File: src/rtl/core/pfish_pkg.sv
// ----------------------------------------------------------------------------
// pfish_pkg
// Shared types, constants and the FNV-1a byte step for the frame hash block.
// ----------------------------------------------------------------------------
package pfish_pkg;

  localparam int MAX_DIM_DEFAULT = 256;
  localparam int CFG_W           = 9;    // widest configuration register
  localparam int CFG_INDEX_W     = 2;
  localparam int DIM_RESET_VAL   = 128;  // reset value of width and height
  localparam int CNT_W           = 17;
  localparam int BOUND_W         = 9;
  localparam int HASH_W          = 64;

  localparam logic [CFG_INDEX_W-1:0] REG_FRAME_WIDTH   = 2'd0;
  localparam logic [CFG_INDEX_W-1:0] REG_FRAME_HEIGHT  = 2'd1;
  localparam logic [CFG_INDEX_W-1:0] REG_CHANNEL_ORDER = 2'd2;

  localparam logic [HASH_W-1:0] FNV_BASIS = 64'd14695981039346656037;
  localparam logic [HASH_W-1:0] FNV_PRIME = 64'd1099511628211;
  localparam logic [CNT_W-1:0]  CNT_MAX   = '1;

  // Per-pixel classification carried from the front end to the back end.
  typedef struct packed {
    logic ink;        // alpha is nonzero
    logic colorful;   // the three color channels are not all equal
    logic last;       // last pixel of the frame
  } pixel_class_t;

  localparam int CLASS_W = $bits(pixel_class_t);

  // One FNV-1a step: xor in a byte, multiply by the prime.
  // The prime is 2^40 + 0x1B3, so the product is a short sum of shifts.
  function automatic logic [HASH_W-1:0] fnv_step(input logic [HASH_W-1:0] h,
                                                 input logic [7:0] b);
    logic [HASH_W-1:0] x;
    x = h ^ {{(HASH_W-8){1'b0}}, b};
    return (x << 40) + (x << 8) + (x << 7) + (x << 5) + (x << 4) + (x << 1) + x;
  endfunction

endpackage

File: src/rtl/core/pfish_front.sv
// ----------------------------------------------------------------------------
// pfish_front
// Holds the frame geometry, tracks the raster position and classifies pixels.
// ----------------------------------------------------------------------------
module pfish_front
  import pfish_pkg::*;
#(
  parameter int MAX_DIM = MAX_DIM_DEFAULT,
  localparam int DIM_W = $clog2(MAX_DIM + 1),
  localparam int POS_W = $clog2(MAX_DIM)
) (
  input  logic                   clk,
  input  logic                   rst,
  input  logic                   cfg_we,
  input  logic [CFG_INDEX_W-1:0] cfg_index,
  input  logic [CFG_W-1:0]       cfg_data,
  input  logic                   push,
  input  logic [31:0]            pixel_word,
  output pixel_class_t           cls,
  output logic [POS_W-1:0]       col,
  output logic [POS_W-1:0]       row,
  output logic                   cfg_clear,
  output logic [DIM_W-1:0]       eff_w,
  output logic [DIM_W-1:0]       eff_h
);

  localparam int CMP_W = (DIM_W > CFG_W) ? DIM_W : CFG_W;
  localparam logic [DIM_W-1:0] DIM_RESET =
    (DIM_RESET_VAL > MAX_DIM) ? DIM_W'(MAX_DIM) : DIM_W'(DIM_RESET_VAL);

  // Zero reads as one and anything beyond MAX_DIM is clamped.
  function automatic logic [DIM_W-1:0] eff_dim(input logic [CFG_W-1:0] v);
    logic [CMP_W-1:0] wide;
    wide = CMP_W'(v);
    if (v == '0) return DIM_W'(1);
    else if (wide > CMP_W'(MAX_DIM)) return DIM_W'(MAX_DIM);
    else return DIM_W'(wide);
  endfunction

  logic col_wrap;
  logic row_wrap;

  assign col_wrap = (DIM_W'(col) + DIM_W'(1)) == eff_w;
  assign row_wrap = (DIM_W'(row) + DIM_W'(1)) == eff_h;

  assign cls.ink      = pixel_word[31:24] != 8'd0;
  assign cls.colorful = (pixel_word[7:0] != pixel_word[15:8]) ||
                        (pixel_word[15:8] != pixel_word[23:16]);
  assign cls.last     = col_wrap && row_wrap;

  always_comb begin
    unique case (cfg_index)
      REG_FRAME_WIDTH, REG_FRAME_HEIGHT, REG_CHANNEL_ORDER: cfg_clear = cfg_we;
      default:                                            cfg_clear = 1'b0;
    endcase
  end

  always_ff @(posedge clk) begin
    if (rst) begin
      eff_w <= DIM_RESET;
      eff_h <= DIM_RESET;
      col   <= '0;
      row   <= '0;
    end else if (cfg_clear) begin
      if (cfg_index == REG_FRAME_WIDTH) eff_w <= eff_dim(cfg_data);
      if (cfg_index == REG_FRAME_HEIGHT) eff_h <= eff_dim(cfg_data);
      col <= '0;
      row <= '0;
    end else if (push) begin
      if (col_wrap) begin
        col <= '0;
        row <= row_wrap ? '0 : row + POS_W'(1);
      end else begin
        col <= col + POS_W'(1);
      end
    end
  end

endmodule

File: src/rtl/core/pfish_queue.sv
// ----------------------------------------------------------------------------
// pfish_queue
// Two-entry queue between the classifying front end and the hashing back end.
// ----------------------------------------------------------------------------
module pfish_queue #(
  parameter int DATA_W = 8
) (
  input  logic              clk,
  input  logic              rst,
  input  logic              push,
  input  logic [DATA_W-1:0] push_data,
  output logic              full,
  input  logic              pop,
  output logic              nonempty,
  output logic [DATA_W-1:0] pop_data
);

  logic [DATA_W-1:0] slots [2];
  logic              wr_ptr;
  logic              rd_ptr;
  logic [1:0]        count;

  assign full     = count == 2'd2;
  assign nonempty = count != 2'd0;
  assign pop_data = slots[rd_ptr];

  always_ff @(posedge clk) begin
    if (push) slots[wr_ptr] <= push_data;
  end

  always_ff @(posedge clk) begin
    if (rst) begin
      wr_ptr <= 1'b0;
      rd_ptr <= 1'b0;
      count  <= 2'd0;
    end else begin
      if (push) wr_ptr <= ~wr_ptr;
      if (pop)  rd_ptr <= ~rd_ptr;
      unique case ({push, pop})
        2'b10:   count <= count + 2'd1;
        2'b01:   count <= count - 2'd1;
        default: count <= count;
      endcase
    end
  end

endmodule

File: src/rtl/core/pfish_back.sv
// ----------------------------------------------------------------------------
// pfish_back
// Folds pixel bytes into the FNV-1a hash, one byte a cycle but for result stalls,
// keeps the ink statistics and holds the finished frame result until it is taken.
// ----------------------------------------------------------------------------
module pfish_back
  import pfish_pkg::*;
#(
  parameter int MAX_DIM = MAX_DIM_DEFAULT,
  localparam int DIM_W = $clog2(MAX_DIM + 1),
  localparam int POS_W = $clog2(MAX_DIM)
) (
  input  logic                clk,
  input  logic                rst,
  input  logic                cfg_clear,
  input  logic [DIM_W-1:0]    eff_w,
  input  logic [DIM_W-1:0]    eff_h,
  input  logic                q_nonempty,
  input  logic [31:0]         q_word,
  input  pixel_class_t        q_cls,
  input  logic [POS_W-1:0]    q_col,
  input  logic [POS_W-1:0]    q_row,
  output logic                q_pop,
  output logic                result_valid,
  input  logic                result_stall,
  output logic [HASH_W-1:0]   frame_hash,
  output logic [CNT_W-1:0]    ink_count,
  output logic [CNT_W-1:0]    color_count,
  output logic [BOUND_W-1:0]  ink_left,
  output logic [BOUND_W-1:0]  ink_top,
  output logic [BOUND_W-1:0]  ink_right,
  output logic [BOUND_W-1:0]  ink_bottom
);

  logic              busy;
  logic [1:0]        step;
  logic [31:0]       cur_word;
  logic              cur_last;
  logic [HASH_W-1:0] hash;
  logic [HASH_W-1:0] hash_next;
  logic [CNT_W-1:0]  ink_cnt;
  logic [CNT_W-1:0]  color_cnt;
  logic              has_ink;
  logic [POS_W-1:0]  min_col;
  logic [POS_W-1:0]  max_col;
  logic [POS_W-1:0]  min_row;
  logic [POS_W-1:0]  max_row;
  logic              out_free;
  logic              finish;
  logic              advance;

  assign hash_next = fnv_step(hash, cur_word[7:0]);
  assign out_free  = !result_valid || !result_stall;
  // The last byte of a frame's last pixel waits for room in the result register.
  assign finish    = busy && (step == 2'd3) && (!cur_last || out_free);
  assign advance   = busy && ((step != 2'd3) || finish);
  assign q_pop     = q_nonempty && (!busy || (finish && !cur_last));

  always_ff @(posedge clk) begin
    if (q_pop) cur_word <= q_word;
    else if (advance) cur_word <= {8'd0, cur_word[31:8]};
    if (q_pop) cur_last <= q_cls.last;
  end

  always_ff @(posedge clk) begin
    if (rst) begin
      busy      <= 1'b0;
      step      <= 2'd0;
      hash      <= FNV_BASIS;
      ink_cnt   <= '0;
      color_cnt <= '0;
      has_ink   <= 1'b0;
    end else if (cfg_clear) begin
      busy      <= 1'b0;
      step      <= 2'd0;
      hash      <= FNV_BASIS;
      ink_cnt   <= '0;
      color_cnt <= '0;
      has_ink   <= 1'b0;
    end else begin
      if (q_pop) begin
        busy <= 1'b1;
        step <= 2'd0;
      end else if (finish) begin
        busy <= 1'b0;
      end else if (advance) begin
        step <= step + 2'd1;
      end

      if (advance) begin
        if (finish && cur_last) hash <= FNV_BASIS;
        else hash <= hash_next;
      end

      if (finish && cur_last) begin
        ink_cnt   <= '0;
        color_cnt <= '0;
        has_ink   <= 1'b0;
      end else if (q_pop && q_cls.ink) begin
        has_ink <= 1'b1;
        if (ink_cnt != CNT_MAX) ink_cnt <= ink_cnt + CNT_W'(1);
        if (q_cls.colorful && (color_cnt != CNT_MAX)) color_cnt <= color_cnt + CNT_W'(1);
      end
    end
  end

  // Bounds are only meaningful once has_ink is set; the first ink pixel loads them.
  always_ff @(posedge clk) begin
    if (q_pop && q_cls.ink) begin
      if (!has_ink || (q_col < min_col)) min_col <= q_col;
      if (!has_ink || (q_col > max_col)) max_col <= q_col;
      if (!has_ink || (q_row < min_row)) min_row <= q_row;
      if (!has_ink || (q_row > max_row)) max_row <= q_row;
    end
  end

  always_ff @(posedge clk) begin
    if (rst) begin
      result_valid <= 1'b0;
    end else if (finish && cur_last) begin
      result_valid <= 1'b1;
    end else if (!result_stall) begin
      result_valid <= 1'b0;
    end
  end

  always_ff @(posedge clk) begin
    if (finish && cur_last) begin
      frame_hash  <= hash_next;
      ink_count   <= ink_cnt;
      color_count <= color_cnt;
      ink_left    <= has_ink ? BOUND_W'(min_col) : BOUND_W'(eff_w);
      ink_top     <= has_ink ? BOUND_W'(min_row) : BOUND_W'(eff_h);
      ink_right   <= has_ink ? BOUND_W'(max_col) : '1;
      ink_bottom  <= has_ink ? BOUND_W'(max_row) : '1;
    end
  end

endmodule

File: src/rtl/core/pixel_frame_ink_stats_hash.sv
// ----------------------------------------------------------------------------
// pixel_frame_ink_stats_hash
// Per-frame FNV-1a 64 hash of a raster pixel stream, with ink counts and the
// bounding box of all pixels whose alpha is nonzero.
// ----------------------------------------------------------------------------
//
//   Channel   Direction  Handshake                    Payload
//   pixel     in         pixel_valid / pixel_stall    pixel_word
//   result    out        result_valid / result_stall  frame_hash, ink_count,
//                                                     color_count, ink_left,
//                                                     ink_top, ink_right,
//                                                     ink_bottom
//   cfg       in         cfg_we (no wait)             cfg_index, cfg_data
//
// The back end folds each pixel into the hash one byte per cycle, while a
// stalled result does not hold it, and is handed the next pixel as the last
// byte of the one before goes in. The first pixel after a frame result is
// handed over only once the previous frame's result has been registered.
// Reset is synchronous and active high; it restores a 128 by 128 geometry and
// an empty frame. There is no clearing pass.
// A stalled result holds the back end on the final byte of the next frame's
// last pixel; meanwhile the two-entry queue takes at most two more pixel
// transfers before pixel_stall rises.
//
module pixel_frame_ink_stats_hash
  import pfish_pkg::*;
#(
  parameter int MAX_DIM = MAX_DIM_DEFAULT
) (
  input  logic                   clk,
  input  logic                   rst,
  input  logic                   cfg_we,
  input  logic [CFG_INDEX_W-1:0] cfg_index,
  input  logic [CFG_W-1:0]       cfg_data,
  input  logic                   pixel_valid,
  output logic                   pixel_stall,
  input  logic [31:0]            pixel_word,
  output logic                   result_valid,
  input  logic                   result_stall,
  output logic [HASH_W-1:0]      frame_hash,
  output logic [CNT_W-1:0]       ink_count,
  output logic [CNT_W-1:0]       color_count,
  output logic [BOUND_W-1:0]     ink_left,
  output logic [BOUND_W-1:0]     ink_top,
  output logic [BOUND_W-1:0]     ink_right,
  output logic [BOUND_W-1:0]     ink_bottom
);

  localparam int DIM_W   = $clog2(MAX_DIM + 1);
  localparam int POS_W   = $clog2(MAX_DIM);
  localparam int ENTRY_W = 32 + CLASS_W + 2 * POS_W;

  // Red and blue only trade places under channel_order, and neither the hash
  // (which covers the raw word) nor the three-way color compare depends on
  // which is which. A write to that register still restarts the frame.

  pixel_class_t     f_cls;
  logic [POS_W-1:0] f_col;
  logic [POS_W-1:0] f_row;
  logic             cfg_clear;
  logic [DIM_W-1:0] eff_w;
  logic [DIM_W-1:0] eff_h;
  logic             push;

  logic               q_full;
  logic               q_nonempty;
  logic               q_pop;
  logic [ENTRY_W-1:0] q_in;
  logic [ENTRY_W-1:0] q_out;

  logic [31:0]        q_word;
  pixel_class_t       q_cls;
  logic [POS_W-1:0]   q_col;
  logic [POS_W-1:0]   q_row;

  // A pixel transfer happens whenever pixel_valid is high and the queue has room.
  assign pixel_stall = q_full;
  assign push        = pixel_valid && !q_full;

  pfish_front #(
    .MAX_DIM (MAX_DIM)
  ) u_front (
    .clk        (clk),
    .rst        (rst),
    .cfg_we     (cfg_we),
    .cfg_index  (cfg_index),
    .cfg_data   (cfg_data),
    .push       (push),
    .pixel_word (pixel_word),
    .cls        (f_cls),
    .col        (f_col),
    .row        (f_row),
    .cfg_clear  (cfg_clear),
    .eff_w      (eff_w),
    .eff_h      (eff_h)
  );

  assign q_in = {pixel_word, f_cls, f_col, f_row};

  pfish_queue #(
    .DATA_W (ENTRY_W)
  ) u_queue (
    .clk       (clk),
    .rst       (rst),
    .push      (push),
    .push_data (q_in),
    .full      (q_full),
    .pop       (q_pop),
    .nonempty  (q_nonempty),
    .pop_data  (q_out)
  );

  assign {q_word, q_cls, q_col, q_row} = q_out;

  pfish_back #(
    .MAX_DIM (MAX_DIM)
  ) u_back (
    .clk          (clk),
    .rst          (rst),
    .cfg_clear    (cfg_clear),
    .eff_w        (eff_w),
    .eff_h        (eff_h),
    .q_nonempty   (q_nonempty),
    .q_word       (q_word),
    .q_cls        (q_cls),
    .q_col        (q_col),
    .q_row        (q_row),
    .q_pop        (q_pop),
    .result_valid (result_valid),
    .result_stall (result_stall),
    .frame_hash   (frame_hash),
    .ink_count    (ink_count),
    .color_count  (color_count),
    .ink_left     (ink_left),
    .ink_top      (ink_top),
    .ink_right    (ink_right),
    .ink_bottom   (ink_bottom)
  );

endmodule

File: config.mk
export PLATFORM = sky130hd
export DESIGN_NAME = pixel_frame_ink_stats_hash
export DESIGN_NICKNAME = d
export VERILOG_FILES = /design/src/rtl/core/pfish_pkg.sv /design/src/rtl/core/pfish_front.sv /design/src/rtl/core/pfish_queue.sv /design/src/rtl/core/pfish_back.sv /design/src/rtl/core/pixel_frame_ink_stats_hash.sv
export SDC_FILE = /design/constraint.sdc
export NUM_CORES = 1
export LEC_CHECK = 0
export BUFFER_PORTS_ARGS = -buffer_cell sky130_fd_sc_hd__buf_2
export CAP_MARGIN = 20
export CORE_ASPECT_RATIO = 0.7
export CORE_MARGIN = 2
export CORE_UTILIZATION = 67
export DETAILED_ROUTE_END_ITERATION = 10
export GPL_TIMING_DRIVEN = 0
export PLACE_DENSITY_LB_ADDON = 0.2
export RECOVER_POWER = 50
export SKIP_CTS_REPAIR_TIMING = 1
export SLEW_MARGIN = 20
export SYNTH_ARGS = -nofsm -noshare
export SYNTH_HDL_FRONTEND = slang
export SYNTH_SLANG_ARGS = --single-unit
File: constraint.sdc
create_clock -name clk -period 8 [get_ports clk]
set_input_delay 0.4 -clock clk [delete_from_list [all_inputs] [get_ports clk]]
set_output_delay 0.4 -clock clk [all_outputs]
set_load 0.02 [all_outputs]
Word-level counts from Yosys, hierarchy flattened

Memory sizes are Yosys's and may differ from the RTL's. A register that Yosys moved wholly into a read port is not among the register bits.
Index checks and enable logic that the tools add are counted.

Input port bits: 48
Word-level logic and storage cells: 137
Output and inout bits: 136
Memory bits (writable): 102
Flip-flop bits (word level): 340
Memories: 1

Bitwise operators: 4
Eq/ne operators: 14
Add/subtract/negate cells: 15
Reductions and logical operators: 46
Mux-type cells: 21
Magnitude comparators: 5

Memory list:

| memory        | words | width | rd ports | clocked after Yosys merged registers in | wr ports | line              | text |
|---|---|---|---|---|---|---|---|
| u_queue.slots | 2     | 51    | 1        | 1                                       | 1        | pfish_queue.sv:18 | `logic [DATA_W-1:0] slots [2];` |

Operator list:

| kind                    | count |
|---|---|
| $add A64 B64 Y64        | 6 |
| $mux W32                | 2 |
| $mux W64                | 1 |
| $xor A64 B8 Y64         | 1 |
| $mux W9                 | 4 |
| $add A17 B1 Y17 const B | 2 |
| $ne A17 B17 Y1 const B  | 2 |
| $mux W8                 | 4 |
| $reduce_and A2 Y1       | 10 |
| $add A8 B1 Y9 const B   | 2 |
| $eq A9 B9 Y1            | 2 |
| $add A8 B1 Y8 const B   | 2 |
| $gt A8 B8 Y1            | 2 |
| $lt A8 B8 Y1            | 2 |
| $ne A8 B8 Y1            | 2 |
| $logic_and A1 B1 Y1     | 10 |
| $gt A9 B9 Y1 const B    | 1 |
| $logic_not A9 Y1        | 1 |
| $logic_or A1 B1 Y1      | 9 |
| $mux W1                 | 9 |
| $reduce_or A3 Y1        | 3 |
| $eq A2 B2 Y1 const B    | 4 |
| $reduce_bool A2 Y1      | 4 |
| $reduce_bool A8 Y1      | 1 |
| 10 further kinds        | 19 |

Logic depth before layout (Yosys ltp)

Depth after elaboration: 9
Gate-level depth with buffers: 21
Gate-level depth less buffers: 20

Hierarchy

From an unflattened synthesis, not the netlist that was laid out.

Cells, all modules: 2493
Area total of the unflattened synthesis: 28130.7 µm²

By module, submodules not included:

| module                     | area an instance (µm²) | cells an instance | instances | sequential area each (µm²) |
|---|---|---|---|---|
| pfish_back                 | 21989.8                | 2025              | 1         | 8007.7 |
| pfish_queue                | 3875.0                 | 181               | 1         | 3163.0 |
| pfish_front                | 2252.2                 | 286               | 1         | 680.7 |
| pixel_frame_ink_stats_hash | 13.8                   | 1                 | 1         | 0.0 |

Worst setup path before layout

OpenSTA, ideal clock, no wires.

Path kind: register to register
Start point: reg u_back.cur_word[7]
End point: reg u_back.hash[63]
Buffers on the path: 0
Required time: 7.883 ns
Cell stages (with the launch flop): 18
Data arrival time: 5.327 ns
Setup time: 0.117 ns
Period minus slack after synthesis: 5.444 ns
Setup slack: 2.556 ns
Cell sequence: edfxtp_1 xor2_1 fa_1 fa_1 inv_1 fa_1 fa_1 inv_1 ha_1 nand2_1 nor2_1 nand2_1 or4_1 o21ai_1 a21oi_1 o41ai_2 xnor2_1 o22a_1

Word-level cells in the longest chain between the ends: 8

RTL lines:

| what                           | line             | text |
|---|---|---|
| from (decl)                    | pfish_back.sv:37 | `logic [31:0] cur_word;` |
| from (signal assigned)         | pfish_back.sv:60 | `if (q_pop) cur_word <= q_word;` |
| from (signal assigned)         | pfish_back.sv:61 | `else if (advance) cur_word <= {8'd0, cur_word[31:8]};` |
| $xor A64 B8 Y64 (*)            | pfish_pkg.sv:37  | `x = h ^ {{(HASH_W-8){1'b0}}, b};` |
| $add A64 B64 Y64 (5 in series) | pfish_pkg.sv:38  | `return (x << 40) + (x << 8) + (x << 7) + (x << 5) + (x << 4) + (x << 1) + x;` |
| $add A64 B64 Y64 (*)           | pfish_pkg.sv:38  |  |
| net u_back.hash_next[63]       | pfish_back.sv:40 | `logic [HASH_W-1:0] hash_next;` |
| $mux W64 (*)                   | pfish_back.sv:91 | `if (finish && cur_last) hash <= FNV_BASIS;` |
| to (signal assigned)           | pfish_back.sv:92 | `else hash <= hash_next;` |
| to (decl)                      | pfish_back.sv:39 | `logic [HASH_W-1:0] hash;` |

Mark *: on every way through the listed nets, which the timed path passes. The rest lies on a longest branch.
A chain may end at the register's enable or synchronous reset.

Final worst setup path

Start point: reg u_back.cur_word[0]
End point: reg u_back.frame_hash[60] (data pin)

Word-level cells in the longest chain between the ends: 7

RTL lines:

| what                           | line              | text |
|---|---|---|
| $xor A64 B8 Y64 (*)            | pfish_pkg.sv:37   |  |
| $add A64 B64 Y64 (5 in series) | pfish_pkg.sv:38   |  |
| $add A64 B64 Y64 (*)           | pfish_pkg.sv:38   |  |
| net u_back.hash_next[60]       | pfish_back.sv:40  |  |
| to (signal assigned)           | pfish_back.sv:129 | `frame_hash <= hash_next;` |
| to (decl)                      | pfish_back.sv:26  | `output logic [HASH_W-1:0] frame_hash,` |

Marked as above.

==> metrics.log <==
[metrics] fraction of post-synthesis cell area in the top cell type by area: 32.6%
[metrics] cell type with the highest occurrence count on the critical path: ha_1
[metrics] number of maximum-capacitance violations: 2
[metrics] detailed-route via count: 19200
[metrics] Slowest Stage Delay on Critical Path: 0.80 ns
[metrics] count of unique library cells instantiated by Yosys: 85
[metrics] buffers added on ports: 181
[metrics] actual slew at the worst max-slew pin: 5.49 ns
[metrics] total clock buffers created by CTS: 44
[metrics] most frequent cells after synthesis: inv_1 (427), edfxtp_1 (300), fa_1 (243), nand2_1 (171), ha_1 (146)
[metrics] run status: finished, violations left
[metrics] gr ovfl total: 0
[metrics] die outline height: 174 µm
[metrics] IO Count: 184
[metrics] hpwl dp: 50500 µm
[metrics] YS warnings: 0
[metrics] CTS Buffer Depth: 3
[metrics] cell types occupying the most area after synthesis: edfxtp_1 (33%), fa_1 (18%), dfxtp_1 (10%)
[metrics] class of the most critical hold timing path: primary input to flip-flop
[metrics] worst endpoint required time: 8.30 ns
[metrics] Async S/R FF share, synth: 0%
[metrics] CTS tree: yes
[metrics] synthesized area per cell: 11.2 µm²
[metrics] Worst Clk Skew: 0.0253 ns
[metrics] most area-hungry cell type in the Yosys netlist: edfxtp_1
[metrics] unrepaired setup endpoints after global routing: false
[metrics] routability-driven placement congestion ratio: 0.943
[metrics] All-Layer GR Usage: 31.8%
[metrics] Area growth syn-to-layout: 10.6%
[metrics] antenna violations before repair: 1
[metrics] Yosys reg bits: 442
[metrics] DR vias/cell: 5.85
[metrics] kind of critical path: flip-flop to flip-flop
[metrics] setup violation total in the final timing report: 0
[metrics] clk_lat worst skew: 0.58 ns
[metrics] global-route wire length before repair: 105000 µm
[metrics] master of the slowest instance on the critical path: o21ai_0
[metrics] kind of end point of the critical path: flip-flop
[metrics] Detailed Route WL: 65900 µm
[metrics] Finished Core Util: 74.8%
[metrics] overall die width: 247 µm
[metrics] core area: 40800 µm²
[metrics] Ant. Diodes: 0
[metrics] arrival time reported for the critical path endpoint: 7.00 ns
[metrics] vias in the first global route: 19400
[metrics] maximum achievable frequency: 149 MHz
[metrics] startpoint of the worst register-to-register path: u_back.cur_word[0]
[metrics] final setup TNS: 0 ns
[metrics] startpoint of the worst setup timing path: u_back.cur_word[0]
[metrics] Final Worst Setup Slack: 1.31 ns
[metrics] remaining max-slew budget at the tightest pin: -266%
[metrics] CTS sink cnt: 442
[metrics] count of antenna-violating nets left after detailed routing: 0
[metrics] crit start category: flip-flop
[metrics] Routed wire per std cell: 20.1 µm
[metrics] largest net degree at the start of global routing: 103
[metrics] most common flop cell mapped by yosys: edfxtp_1
[metrics] Post-Synthesis Net Count: 2908
[metrics] EDFF count, synth: 300
[metrics] post-route minimum period: 6.69 ns
[metrics] critical-path maximum fanout: 6
[metrics] full die area: 42900 µm²
[metrics] CTS root buf: clkbuf_16
[metrics] final slew viol count: 139
[metrics] TritonRoute pass-1 iters: 6
[metrics] Worst Hold Launch: pixel_word[30]
[metrics] number of fillers in the final layout: 2814
[metrics] number of DRC violations after detailed routing: 0
[metrics] Netlist Area Pre-Place: 27600 µm²
[metrics] DRT iter0 DRCs: 1840
[metrics] part of the Yosys area used for sequential elements: 42.9%
[metrics] CTS HTree Levels: 2
[metrics] Gate Count Post-Synth: 2471
[metrics] Clock Pin Slew Worst Setup and Hold Paths: 0.06 ns
[metrics] Initial Util: 67.6%
[metrics] post-placement worst setup slack: 1.47 ns
[metrics] violations in the final reports: capacitance limit, slew limit
[metrics] number of placement rows: 62
[metrics] Layout Nets: 3140
[metrics] most common cell in the netlist: inv_1
[metrics] hold violation total from the final report: 0
[metrics] layout cells sized above 1: 5.22%
[metrics] portion of the clock cycle consumed by the worst path in the final layout: 83.7%
[metrics] Critical Path, Cell by Cell: xor2_1 > ha_1 > xor2_1 > fa_1 > inv_1 > fa_1 > inv_1 > ha_1 > ha_1 > and2_1 > a221oi_2 > a31oi_1 > o21ai_0 > a21o_1 > a21oi_1 > o211ai_1 > nand2_1 > a21oi_1 > xnor2_1
==> per-stage QoR <==
| step | instances | hold slack (ns) | instance area, µm² |
|---|---|---|---|
| 6_report | 3282 | 0.0505 | 30500 |
| 5_1_grt | 3282 | 0.0600 | 30500 |
| 4_1_cts | 3282 | 0.00651 | 30800 |
| 3_5_place_dp | 3201 | 0.460 | 29400 |
| 3_3_place_gp | 3196 | 0.445 | 29200 |
| 2_1_floorplan | 2471 | 0.431 | 27600 |
==> layout make-up <==
class                           count  area [µm²]  area share (%)
Clock buffer                       55        1140            3.74
Inverter                          428        1610            5.26
Sequential cell                   442       11900            38.8
Multi-Input combinational cell   1528       13800            45.2
Buffer                             73         395            1.29
Timing Repair Buffer              186         792            2.59
Clock inverter                     26         272           0.889
Tap cell                          544         681            2.23
==> final timing paths <==
path | end | slack [ns] | depth (start not counted)
max | u_back.frame_hash[60] | 1.31 | 19
min | u_queue.slots[1][49] | 0.05 | 1
max reg2reg | u_back.frame_hash[60] | 1.31 | 19
min reg2reg | u_back.color_count[8] | 0.48 | 0
==> cells in the final DEF, fill, tap and decap left out, types with 11 or more instances in the layout <==
cell,n
xnor2_1,72
nor2_1,131
o22ai_1,17
a21oi_1,124
o21ai_0,101
edfxtp_1,300
o21bai_1,12
a31oi_1,13
mux2_2,15
nand2_1,170
mux2i_1,42
inv_1,427
mux2_1,16
nand2b_1,16
nor3_1,25
nand3_1,34
fa_1,243
buf_2,11
a22oi_1,26
xor2_1,61
clkbuf_16,44
and3_1,28
nor2b_1,15
clkbuf_1,234
nand4_1,28
a21o_1,36
o21a_1,20
ha_1,146
dfxtp_1,142
==> flip-flops by register name, summed over array words and instances, names as in the netlist, 17 cells and up, named ones only <==
| signal | cells |
|---|---|
| u_back.hash | 64 |
| u_back.cur_word | 32 |
| u_queue.slots | 102 |
| u_back.ink_count | 17 |
| u_back.ink_cnt | 17 |
| u_back.frame_hash | 64 |
| u_back.color_count | 17 |
| u_back.color_cnt | 17 |
==> cells by family (layout without fill, tap and decap cells) <==
kind of cell	after synthesis	count (layout)	synth area share [%]
compound gates	413	413	9.48
xor+xnor	137	137	4.35
fa+ha+maj	390	390	24.3
buf+inv	501	768	7.25
flops	442	442	42.9
mux	73	73	2.79
simple gates	515	515	8.92
==> worst max-delay path, delay by kind of cell (launching register included) <==
kind,cells,cell delay [ns]
and+or+nand+nor,2,0.37
adders and majority gates,5,2.18
xor gates and xnor gates,3,1.07
DFF,1,0.47
AOI/OAI and AO/OA,7,2.22
buffers and inverters,2,0.10
==> per-layer routing <==
metal	vias up	share of wire (%)	GRT usage, %
met5	-	0	0
met4	0	2.6	9.14
met3	114	10	7.55
met2	858	45	47.6
met1	9459	43	46.8
li1	8776	-	-
Power is not shown: default switching activity piles up to over one toggle a cycle in this logic, so the estimate is an artifact.
